$ cat config.mk
export PLATFORM = sky130hd
export DESIGN_NAME = two_axis_line_interpolator_unit
export DESIGN_NICKNAME = d
export VERILOG_FILES = /design/src/tali_pkg.sv /design/src/tali_step_counter.sv /design/src/tali_deviation.sv /design/src/two_axis_line_interpolator_unit.sv
export SDC_FILE = /design/constraint.sdc
export NUM_CORES = 1
export LEC_CHECK = 0
export CORE_MARGIN = 2
export CORE_UTILIZATION = 35
export CTS_CLUSTER_SIZE = 14
export DETAILED_ROUTE_END_ITERATION = 16
export DONT_BUFFER_PORTS = 1
export SLEW_MARGIN = 20
export SYNTH_ARGS = -nofsm -noshare
export SYNTH_HDL_FRONTEND = slang
export SYNTH_SLANG_ARGS = --single-unit
$ cat constraint.sdc
create_clock -name clk -period 8.3 [get_ports clk]
set_input_delay 0 -clock clk [delete_from_list [all_inputs] [get_ports clk]]
set_output_delay 0 -clock clk [all_outputs]
set_load 0.02 [all_outputs]
$ cat src/tali_pkg.sv
// ----------------------------------------------------------------------------
// tali_pkg
// shared types and constants of the two-axis line interpolator
// ----------------------------------------------------------------------------
`default_nettype none

package tali_pkg;

	localparam int COUNT_BITS_DEFAULT = 16;
	localparam int STEPS_BITS         = 16;
	localparam int CFG_INDEX_BITS     = 1;
	localparam int S_TDATA_BITS       = 8;
	localparam int S_TUSER_BITS       = 1;
	localparam int M_TDATA_BITS       = 8;

	typedef enum logic {
		OP_START = 1'b0,
		OP_PULSE = 1'b1
	} opcode_t;

	typedef enum logic {
		AXIS_X = 1'b0,
		AXIS_Y = 1'b1
	} axis_t;

	typedef enum logic [CFG_INDEX_BITS-1:0] {
		REG_STEPS_X = 1'b0,
		REG_STEPS_Y = 1'b1
	} cfg_reg_t;

	typedef struct packed {
		opcode_t opcode;
		axis_t   pulse_axis;
		logic    stop_request;
	} item_t;

	// status of one decision carried alongside the products
	typedef struct packed {
		logic stop;
		logic x_open;
		logic y_open;
	} flags_t;

endpackage

`default_nettype wire

$ cat src/tali_step_counter.sv
// ----------------------------------------------------------------------------
// tali_step_counter
// saturating step counters of both axes, cleared by a start request
// ----------------------------------------------------------------------------
`default_nettype none

module tali_step_counter #(
	parameter int COUNT_BITS = tali_pkg::COUNT_BITS_DEFAULT
) (
	input  wire logic                  clk,
	input  wire logic                  arst_n,
	input  wire logic                  take,
	input  wire tali_pkg::item_t       item,
	output logic      [COUNT_BITS-1:0] done_x,
	output logic      [COUNT_BITS-1:0] done_y
);

	logic [COUNT_BITS-1:0] done_x_q;
	logic [COUNT_BITS-1:0] done_y_q;
	logic                  x_full;
	logic                  y_full;

	assign x_full = &done_x_q;
	assign y_full = &done_y_q;

	always_ff @(posedge clk or negedge arst_n) begin
		if (!arst_n) begin
			done_x_q <= '0;
			done_y_q <= '0;
		end else if (take) begin
			if (item.opcode == tali_pkg::OP_START) begin
				done_x_q <= '0;
				done_y_q <= '0;
			end else if (item.pulse_axis == tali_pkg::AXIS_X) begin
				if (!x_full) begin
					done_x_q <= done_x_q + COUNT_BITS'(1);
				end
			end else begin
				if (!y_full) begin
					done_y_q <= done_y_q + COUNT_BITS'(1);
				end
			end
		end
	end

	assign done_x = done_x_q;
	assign done_y = done_y_q;

endmodule

`default_nettype wire

$ cat src/tali_deviation.sv
// ----------------------------------------------------------------------------
// tali_deviation
// cross products of targets and counts, registered with the open flags
// ----------------------------------------------------------------------------
`default_nettype none

module tali_deviation #(
	parameter int COUNT_BITS = tali_pkg::COUNT_BITS_DEFAULT
) (
	input  wire logic                    clk,
	input  wire logic                    en,
	input  wire logic                    stop,
	input  wire logic [COUNT_BITS-1:0]   tgt_x,
	input  wire logic [COUNT_BITS-1:0]   tgt_y,
	input  wire logic [COUNT_BITS-1:0]   done_x,
	input  wire logic [COUNT_BITS-1:0]   done_y,
	output logic      [2*COUNT_BITS-1:0] k1,
	output logic      [2*COUNT_BITS-1:0] k2,
	output tali_pkg::flags_t             flags
);

	logic [2*COUNT_BITS-1:0] k1_s2;
	logic [2*COUNT_BITS-1:0] k2_s2;
	tali_pkg::flags_t        flags_s2;

	always_ff @(posedge clk) begin
		if (en) begin
			k1_s2           <= (2*COUNT_BITS)'(tgt_x) * (2*COUNT_BITS)'(done_y);
			k2_s2           <= (2*COUNT_BITS)'(done_x) * (2*COUNT_BITS)'(tgt_y);
			flags_s2.stop   <= stop;
			flags_s2.x_open <= done_x < tgt_x;
			flags_s2.y_open <= done_y < tgt_y;
		end
	end

	assign k1    = k1_s2;
	assign k2    = k2_s2;
	assign flags = flags_s2;

endmodule

`default_nettype wire

$ cat src/two_axis_line_interpolator_unit.sv
// ----------------------------------------------------------------------------
// two_axis_line_interpolator_unit
// point-by-point comparison line interpolator for two stepper axes
// ----------------------------------------------------------------------------
// Takes one request per clock while the output is not stalled and returns one
// result per request, in order. Three registers sit between the ports: the
// step counters and request register, the register after the two
// cross-product multipliers, and the result register. The result register
// holds while the output handshake stalls; up to two more requests enter
// behind it before s_tready drops. Targets are written on the cfg port between
// moves; only their low COUNT_BITS bits count.
`default_nettype none

module two_axis_line_interpolator_unit #(
	parameter int COUNT_BITS = tali_pkg::COUNT_BITS_DEFAULT
) (
	input  wire logic                                clk,
	input  wire logic                                arst_n,
	// configuration writes
	input  wire logic                                cfg_valid,
	output logic                                     cfg_ready,
	input  wire logic [tali_pkg::CFG_INDEX_BITS-1:0] cfg_index,
	input  wire logic [tali_pkg::STEPS_BITS-1:0]     cfg_data,
	// requests
	input  wire logic                                s_tvalid,
	output logic                                     s_tready,
	// [0] pulse_axis, [1] stop_request, rest zero
	input  wire logic [tali_pkg::S_TDATA_BITS-1:0]   s_tdata,
	// [0] opcode
	input  wire logic [tali_pkg::S_TUSER_BITS-1:0]   s_tuser,
	// results
	output logic                                     m_tvalid,
	input  wire logic                                m_tready,
	// [0] enable_x, [1] enable_y, [2] aborted, rest zero
	output logic      [tali_pkg::M_TDATA_BITS-1:0]   m_tdata,
	// finished
	output logic                                     m_tlast
);

	localparam int SB = tali_pkg::STEPS_BITS;

	logic [SB-1:0]           steps_x_q;
	logic [SB-1:0]           steps_y_q;
	logic [COUNT_BITS+SB-1:0] ext_x;
	logic [COUNT_BITS+SB-1:0] ext_y;
	logic [COUNT_BITS-1:0]   tgt_x;
	logic [COUNT_BITS-1:0]   tgt_y;

	tali_pkg::item_t         item;
	logic                    accept;
	logic                    s1_free;
	logic                    s2_free;
	logic                    out_free;
	logic                    valid_s1;
	logic                    stop_s1;
	logic                    valid_s2;

	logic [COUNT_BITS-1:0]   done_x;
	logic [COUNT_BITS-1:0]   done_y;
	logic [2*COUNT_BITS-1:0] k1;
	logic [2*COUNT_BITS-1:0] k2;
	tali_pkg::flags_t        flags;

	logic                    x_first;
	logic                    en_x;
	logic                    en_y;
	logic                    fin;
	logic                    ab;

	logic                    out_valid_q;
	logic                    en_x_q;
	logic                    en_y_q;
	logic                    fin_q;
	logic                    ab_q;

	// configuration
	assign cfg_ready = 1'b1;

	always_ff @(posedge clk or negedge arst_n) begin
		if (!arst_n) begin
			steps_x_q <= '0;
			steps_y_q <= '0;
		end else if (cfg_valid && cfg_ready) begin
			case (tali_pkg::cfg_reg_t'(cfg_index))
				tali_pkg::REG_STEPS_X: steps_x_q <= cfg_data;
				tali_pkg::REG_STEPS_Y: steps_y_q <= cfg_data;
				default: ;
			endcase
		end
	end

	// targets cut or widened to the counter width
	assign ext_x = {{COUNT_BITS{1'b0}}, steps_x_q};
	assign ext_y = {{COUNT_BITS{1'b0}}, steps_y_q};
	assign tgt_x = ext_x[COUNT_BITS-1:0];
	assign tgt_y = ext_y[COUNT_BITS-1:0];

	// request unpacking and pipeline flow
	assign item.opcode       = tali_pkg::opcode_t'(s_tuser[0]);
	assign item.pulse_axis   = tali_pkg::axis_t'(s_tdata[0]);
	assign item.stop_request = s_tdata[1];

	assign out_free = !out_valid_q || m_tready;
	assign s2_free  = !valid_s2 || out_free;
	assign s1_free  = !valid_s1 || s2_free;
	assign s_tready = s1_free;
	assign accept   = s_tvalid && s_tready;

	always_ff @(posedge clk or negedge arst_n) begin
		if (!arst_n) begin
			valid_s1 <= 1'b0;
			valid_s2 <= 1'b0;
		end else begin
			if (s1_free) begin
				valid_s1 <= accept;
			end
			if (s2_free) begin
				valid_s2 <= valid_s1;
			end
		end
	end

	// stop is ignored on a start request
	always_ff @(posedge clk) begin
		if (accept) begin
			stop_s1 <= (item.opcode == tali_pkg::OP_PULSE) && item.stop_request;
		end
	end

	tali_step_counter #(
		.COUNT_BITS (COUNT_BITS)
	) u_step_counter (
		.clk    (clk),
		.arst_n (arst_n),
		.take   (accept),
		.item   (item),
		.done_x (done_x),
		.done_y (done_y)
	);

	tali_deviation #(
		.COUNT_BITS (COUNT_BITS)
	) u_deviation (
		.clk    (clk),
		.en     (s2_free && valid_s1),
		.stop   (stop_s1),
		.tgt_x  (tgt_x),
		.tgt_y  (tgt_y),
		.done_x (done_x),
		.done_y (done_y),
		.k1     (k1),
		.k2     (k2),
		.flags  (flags)
	);

	// axis choice
	assign x_first = flags.x_open && (k1 >= k2);
	assign ab      = flags.stop;
	assign fin     = !flags.stop && !flags.x_open && !flags.y_open;
	assign en_x    = !flags.stop && x_first;
	assign en_y    = !flags.stop && !x_first && flags.y_open;

	always_ff @(posedge clk or negedge arst_n) begin
		if (!arst_n) begin
			out_valid_q <= 1'b0;
		end else if (out_free) begin
			out_valid_q <= valid_s2;
		end
	end

	always_ff @(posedge clk) begin
		if (out_free && valid_s2) begin
			en_x_q <= en_x;
			en_y_q <= en_y;
			fin_q  <= fin;
			ab_q   <= ab;
		end
	end

	assign m_tvalid = out_valid_q;
	assign m_tdata  = {{(tali_pkg::M_TDATA_BITS-3){1'b0}}, ab_q, en_y_q, en_x_q};
	assign m_tlast  = fin_q;

endmodule

`default_nettype wire
==> metrics.txt <==
# TYPE chip_impl_metric gauge
chip_impl_metric{name="bufs_on_longest_clock_path",unit=""} 2
chip_impl_metric{name="final.setup.tns",unit="ns"} 0
chip_impl_metric{name="floorplan.die.width",unit="µm"} 265
chip_impl_metric{name="antenna_left",unit=""} 0
chip_impl_metric{name="yosys.area.top_type_share",unit="%"} 32.5
chip_impl_info{name="worstReg2RegEnd",value="u_deviation.k1[29]$_DFFE_PP_"} 1
chip_impl_metric{name="number_of_standard_cells_after_synthesis",unit=""} 2594
chip_impl_metric{name="register_area",unit="µm²"} 3840
chip_impl_metric{name="worst_setup_hold_path_clk_slew",unit="ns"} 0.06
chip_impl_metric{name="ios",unit=""} 43
chip_impl_metric{name="max_slew_violation_total_from_the_final_report",unit=""} 0
chip_impl_metric{name="r2r.worst_path.cells",unit=""} 18
chip_impl_metric{name="tritoncts.num_buffers",unit=""} 17
chip_impl_metric{name="ir_worst_vdd",unit="mV"} 0.107
chip_impl_metric{name="synth.distinct_cells",unit=""} 66
chip_impl_info{name="cts_tree",value="yes"} 1
chip_impl_metric{name="area_growth",unit="%"} 6.79
chip_impl_metric{name="yosys_warnings",unit=""} 0
chip_impl_info{name="cp-end-kind",value="register"} 1
chip_impl_metric{name="synth.avg_cell_area",unit="µm²"} 9.22
chip_impl_metric{name="fin_worst_skew",unit="ns"} 0.0137
chip_impl_metric{name="place_congestion",unit=""} 0.878
chip_impl_info{name="synth_most_common_cell",value="sky130_fd_sc_hd__inv_1"} 1
chip_impl_metric{name="fin_util",unit="%"} 37.9
chip_impl_metric{name="synth_edf_count",unit=""} 72
chip_impl_metric{name="post_layout_nets",unit=""} 3224
chip_impl_metric{name="largest_net_degree_at_the_start_of_global_routing",unit=""} 68
chip_impl_metric{name="grt_use_total",unit="%"} 17.3
chip_impl_metric{name="fp.coreArea",unit="µm²"} 67400
chip_impl_metric{name="first_global_vias",unit=""} 17600
chip_impl_metric{name="drive_above_1_share",unit="%"} 3.18
chip_impl_metric{name="max-cap-violations",unit=""} 0
chip_impl_info{name="synth.largest_area_cell",value="sky130_fd_sc_hd__fa_1"} 1
chip_impl_metric{name="detailedPlacementHpwl",unit="µm"} 44900
chip_impl_metric{name="dieArea",unit="µm²"} 70400
chip_impl_metric{name="port_buffers",unit=""} 0
chip_impl_metric{name="clock_tree.htree_level_count",unit=""} 4
chip_impl_metric{name="std_cell_rows",unit=""} 95
chip_impl_metric{name="clkLatencyLatePin",unit="ns"} 0.45
chip_impl_metric{name="syn_area",unit="µm²"} 23900
chip_impl_metric{name="number_of_vias_per_cell_after_detailed_routing",unit=""} 4.93
chip_impl_info{name="yosys_most_used_dff",value="sky130_fd_sc_hd__edfxtp_1"} 1
chip_impl_metric{name="cts_setup_buffers",unit=""} 0
chip_impl_info{name="reg2reg_from",value="u_step_counter.done_y[2]$_DFFE_PN0P_"} 1
chip_impl_info{name="grt_setup_unrepaired",value="no"} 1
chip_impl_metric{name="postSynth.asyncResetShare",unit="%"} 48.2
chip_impl_metric{name="drt_pre_antenna_iters",unit=""} 5
chip_impl_metric{name="multi_input_comb_area",unit="µm²"} 17500
chip_impl_info{name="result_of_the_run",value="completed"} 1
chip_impl_info{name="worstHoldPathType",value="primary input to register"} 1
chip_impl_metric{name="worst-endpoint-arrival",unit="ns"} 7.16
chip_impl_metric{name="timing.hold.ws",unit="ns"} 0.0462
chip_impl_metric{name="path_max_fanout",unit=""} 21
chip_impl_metric{name="post-route-drc-count",unit=""} 0
chip_impl_metric{name="reg2reg_setup_slack",unit="ns"} 1.40
chip_impl_info{name="timing_worst_setup_path_type",value="register to register"} 1
chip_impl_metric{name="grt_ovf",unit=""} 0
chip_impl_metric{name="drtIter0Drc",unit=""} 954
chip_impl_metric{name="die_h",unit="µm"} 265
chip_impl_metric{name="finalHoldViolCount",unit=""} 0
chip_impl_metric{name="setup-violations-final",unit=""} 0
chip_impl_metric{name="share_of_the_yosys_chip_area_belonging_to_registers",unit="%"} 16.1
chip_impl_info{name="cts-root-buf",value="sky130_fd_sc_hd__clkbuf_16"} 1
chip_impl_metric{name="clkSinkCount",unit=""} 139
chip_impl_info{name="synth_top_cells_by_count",value="sky130_fd_sc_hd__inv_1 (538), sky130_fd_sc_hd__fa_1 (388), sky130_fd_sc_hd__nand2_1 (340)"} 1
chip_impl_metric{name="clock.fmax",unit="MHz"} 145
chip_impl_metric{name="relSlewSlack",unit="%"} 34.2
chip_impl_metric{name="num-fill-cells",unit=""} 6809
chip_impl_metric{name="total_wirelength_of_the_detailed_routed_design",unit="µm"} 58100
chip_impl_metric{name="grt_pass1_wl",unit="µm"} 95800
chip_impl_metric{name="initial_core_util",unit="%"} 35.5
chip_impl_metric{name="via_count",unit=""} 16900
chip_impl_metric{name="grt_antenna_before_repair",unit=""} 9
chip_impl_metric{name="route.detailed.wl_per_inst",unit="µm"} 17.0
chip_impl_metric{name="place_area",unit="µm²"} 24600
chip_impl_metric{name="power_per_cell_area",unit="nW/µm²"} 87.6
chip_impl_metric{name="part_of_the_cycle_the_worst_path_needs",unit="%"} 83.1
chip_impl_metric{name="critical_path_required",unit="ns"} 8.56
chip_impl_info{name="timing.critical_path.from_type",value="register"} 1
chip_impl_metric{name="leak_pwr",unit="µW"} 0.0130
chip_impl_metric{name="cts_repair_resize_count",unit=""} 0
chip_impl_metric{name="design_area",unit="µm²"} 25500
chip_impl_metric{name="synth.ff_latch_count",unit=""} 139
chip_impl_metric{name="timing.final.crit_period",unit="ns"} 6.90
chip_impl_metric{name="measured_slew_at_the_worst_slew_check_pin",unit="ns"} 0.987
chip_impl_info{name="worst_setup_path_endpoint",value="u_deviation.k1[29]$_DFFE_PP_"} 1
chip_impl_info{name="ys_top_cells_by_area",value="sky130_fd_sc_hd__fa_1 (32%), sky130_fd_sc_hd__ha_1 (14%), sky130_fd_sc_hd__edfxtp_1 (9.0%)"} 1
chip_impl_info{name="setup.worst_path.start",value="u_step_counter.done_y[2]$_DFFE_PN0P_"} 1
==> logic make-up (layout without fill, tap and decap cells) <==
logic type                 count (synthesis)  count (layout)  synth area share [%]
AOI/OAI and AO/OA                        255             255                  6.79
xor gates and xnor gates                  82              82                  3.00
adders and majority gates                660             660                  46.7
buffers and inverters                    668             616                  10.7
DFF                                      139             139                  16.1
muxes                                     19              19                 0.884
other                                      2              10                0.0314
and+or+nand+nor                          769             769                  15.8
==> cell type report <==
cell class / count / area share (%)
antenna: 4 / 0.0392
clock buffer: 18 / 1.68
clock inverter: 14 / 0.725
inverter: 538 / 7.91
multi-input combinational: 1791 / 68.6
sequential: 139 / 15.0
tap: 873 / 4.28
timing repair buffer: 46 / 1.70
==> worst max-delay path, cell delays in order (launching register included) <==
cell and delay (ns):
sky130_fd_sc_hd__dfrtp_1 0.99, sky130_fd_sc_hd__nand2_1 0.17, sky130_fd_sc_hd__fa_1 0.53, sky130_fd_sc_hd__fa_1 0.59, sky130_fd_sc_hd__fa_1 0.46, sky130_fd_sc_hd__fa_1 0.55
sky130_fd_sc_hd__inv_1 0.05, sky130_fd_sc_hd__fa_1 0.49, sky130_fd_sc_hd__inv_1 0.05, sky130_fd_sc_hd__fa_1 0.48, sky130_fd_sc_hd__inv_1 0.05, sky130_fd_sc_hd__ha_1 0.34
sky130_fd_sc_hd__inv_1 0.09, sky130_fd_sc_hd__o21ai_0 0.24, sky130_fd_sc_hd__o22ai_1 0.20, sky130_fd_sc_hd__o31ai_1 0.67, sky130_fd_sc_hd__nand3_1 0.18, sky130_fd_sc_hd__o211ai_1 0.31
sky130_fd_sc_hd__xor2_1 0.28
==> worst min path at each step <==
stage                                                end  cells after the start  slack, ns     from
finish              u_step_counter.done_y[0]$_DFFE_PN0P_                      3       0.05  s_tuser
global route        u_step_counter.done_y[0]$_DFFE_PN0P_                      3       0.06  s_tuser
CTS                 u_step_counter.done_y[0]$_DFFE_PN0P_                      3       0.02  s_tuser
detailed placement              steps_x_q[0]$_DFFE_PN0P_                      0      -0.29   arst_n
global placement                steps_y_q[0]$_DFFE_PN0P_                      0      -0.29   arst_n
floorplan                           m_tvalid$_DFFE_PN0P_                      0      -0.30   arst_n
==> layout by cell type, fill, tap and decap left out, types with 27 or more instances in the layout <==
cell type	n
sky130_fd_sc_hd__nand4_1	30
sky130_fd_sc_hd__dlygate4sd3_1	27
sky130_fd_sc_hd__nand2_1	340
sky130_fd_sc_hd__fa_1	388
sky130_fd_sc_hd__and2_1	237
sky130_fd_sc_hd__a21o_1	40
sky130_fd_sc_hd__edfxtp_1	72
sky130_fd_sc_hd__o21ai_0	62
sky130_fd_sc_hd__nor2_1	71
sky130_fd_sc_hd__nand3_1	27
sky130_fd_sc_hd__xnor2_1	42
sky130_fd_sc_hd__ha_1	272
sky130_fd_sc_hd__inv_1	538
sky130_fd_sc_hd__a21oi_1	75
sky130_fd_sc_hd__dfrtp_1	67
sky130_fd_sc_hd__xor2_1	40
==> report_power, final <==
part	internal (µW)	switching (µW)
Clock	480	334
Combinational	179	267
Sequential	804	174
Total	1460	775
==> routing by layer <==
metal  GRT usage (%)  share of wire (%)
met2            28.7                 48
met5               0              0.086
met3            2.38                4.2
met4            4.87                2.4
met1            23.8                 45
==> state kept, by name, indices dropped and copies added, names as in the netlist <==
signal / cells
m_tvalid: 1
valid_s2: 1
valid_s1: 1
stop_s1: 1
en_x_q: 1
m_tlast: 1
u_deviation.flags: 3
en_y_q: 1
u_step_counter.done_y: 16
u_step_counter.done_x: 16
u_deviation.k2: 32
u_deviation.k1: 32
steps_x_q: 16
steps_y_q: 16
ab_q: 1
==> stage by stage <==
stage / std cells / power [µW] / worst slack, ns
2_1_floorplan: 2598 / 1220 / 2.33
3_3_place_gp: 3359 / 1400 / 1.51
3_5_place_dp: 3359 / 1400 / 1.47
4_1_cts: 3419 / 2250 / 1.42
5_1_grt: 3423 / 2350 / 1.06
6_report: 3423 / 2240 / 1.40
==> timing repair <==
action | CTS | global route
endpoints found under the hold margin | 128 | 0
endpoints found under the setup margin | 0 | 0
hold buffers | 28 | 0
Note: power is estimated with default switching activity, not from simulation.
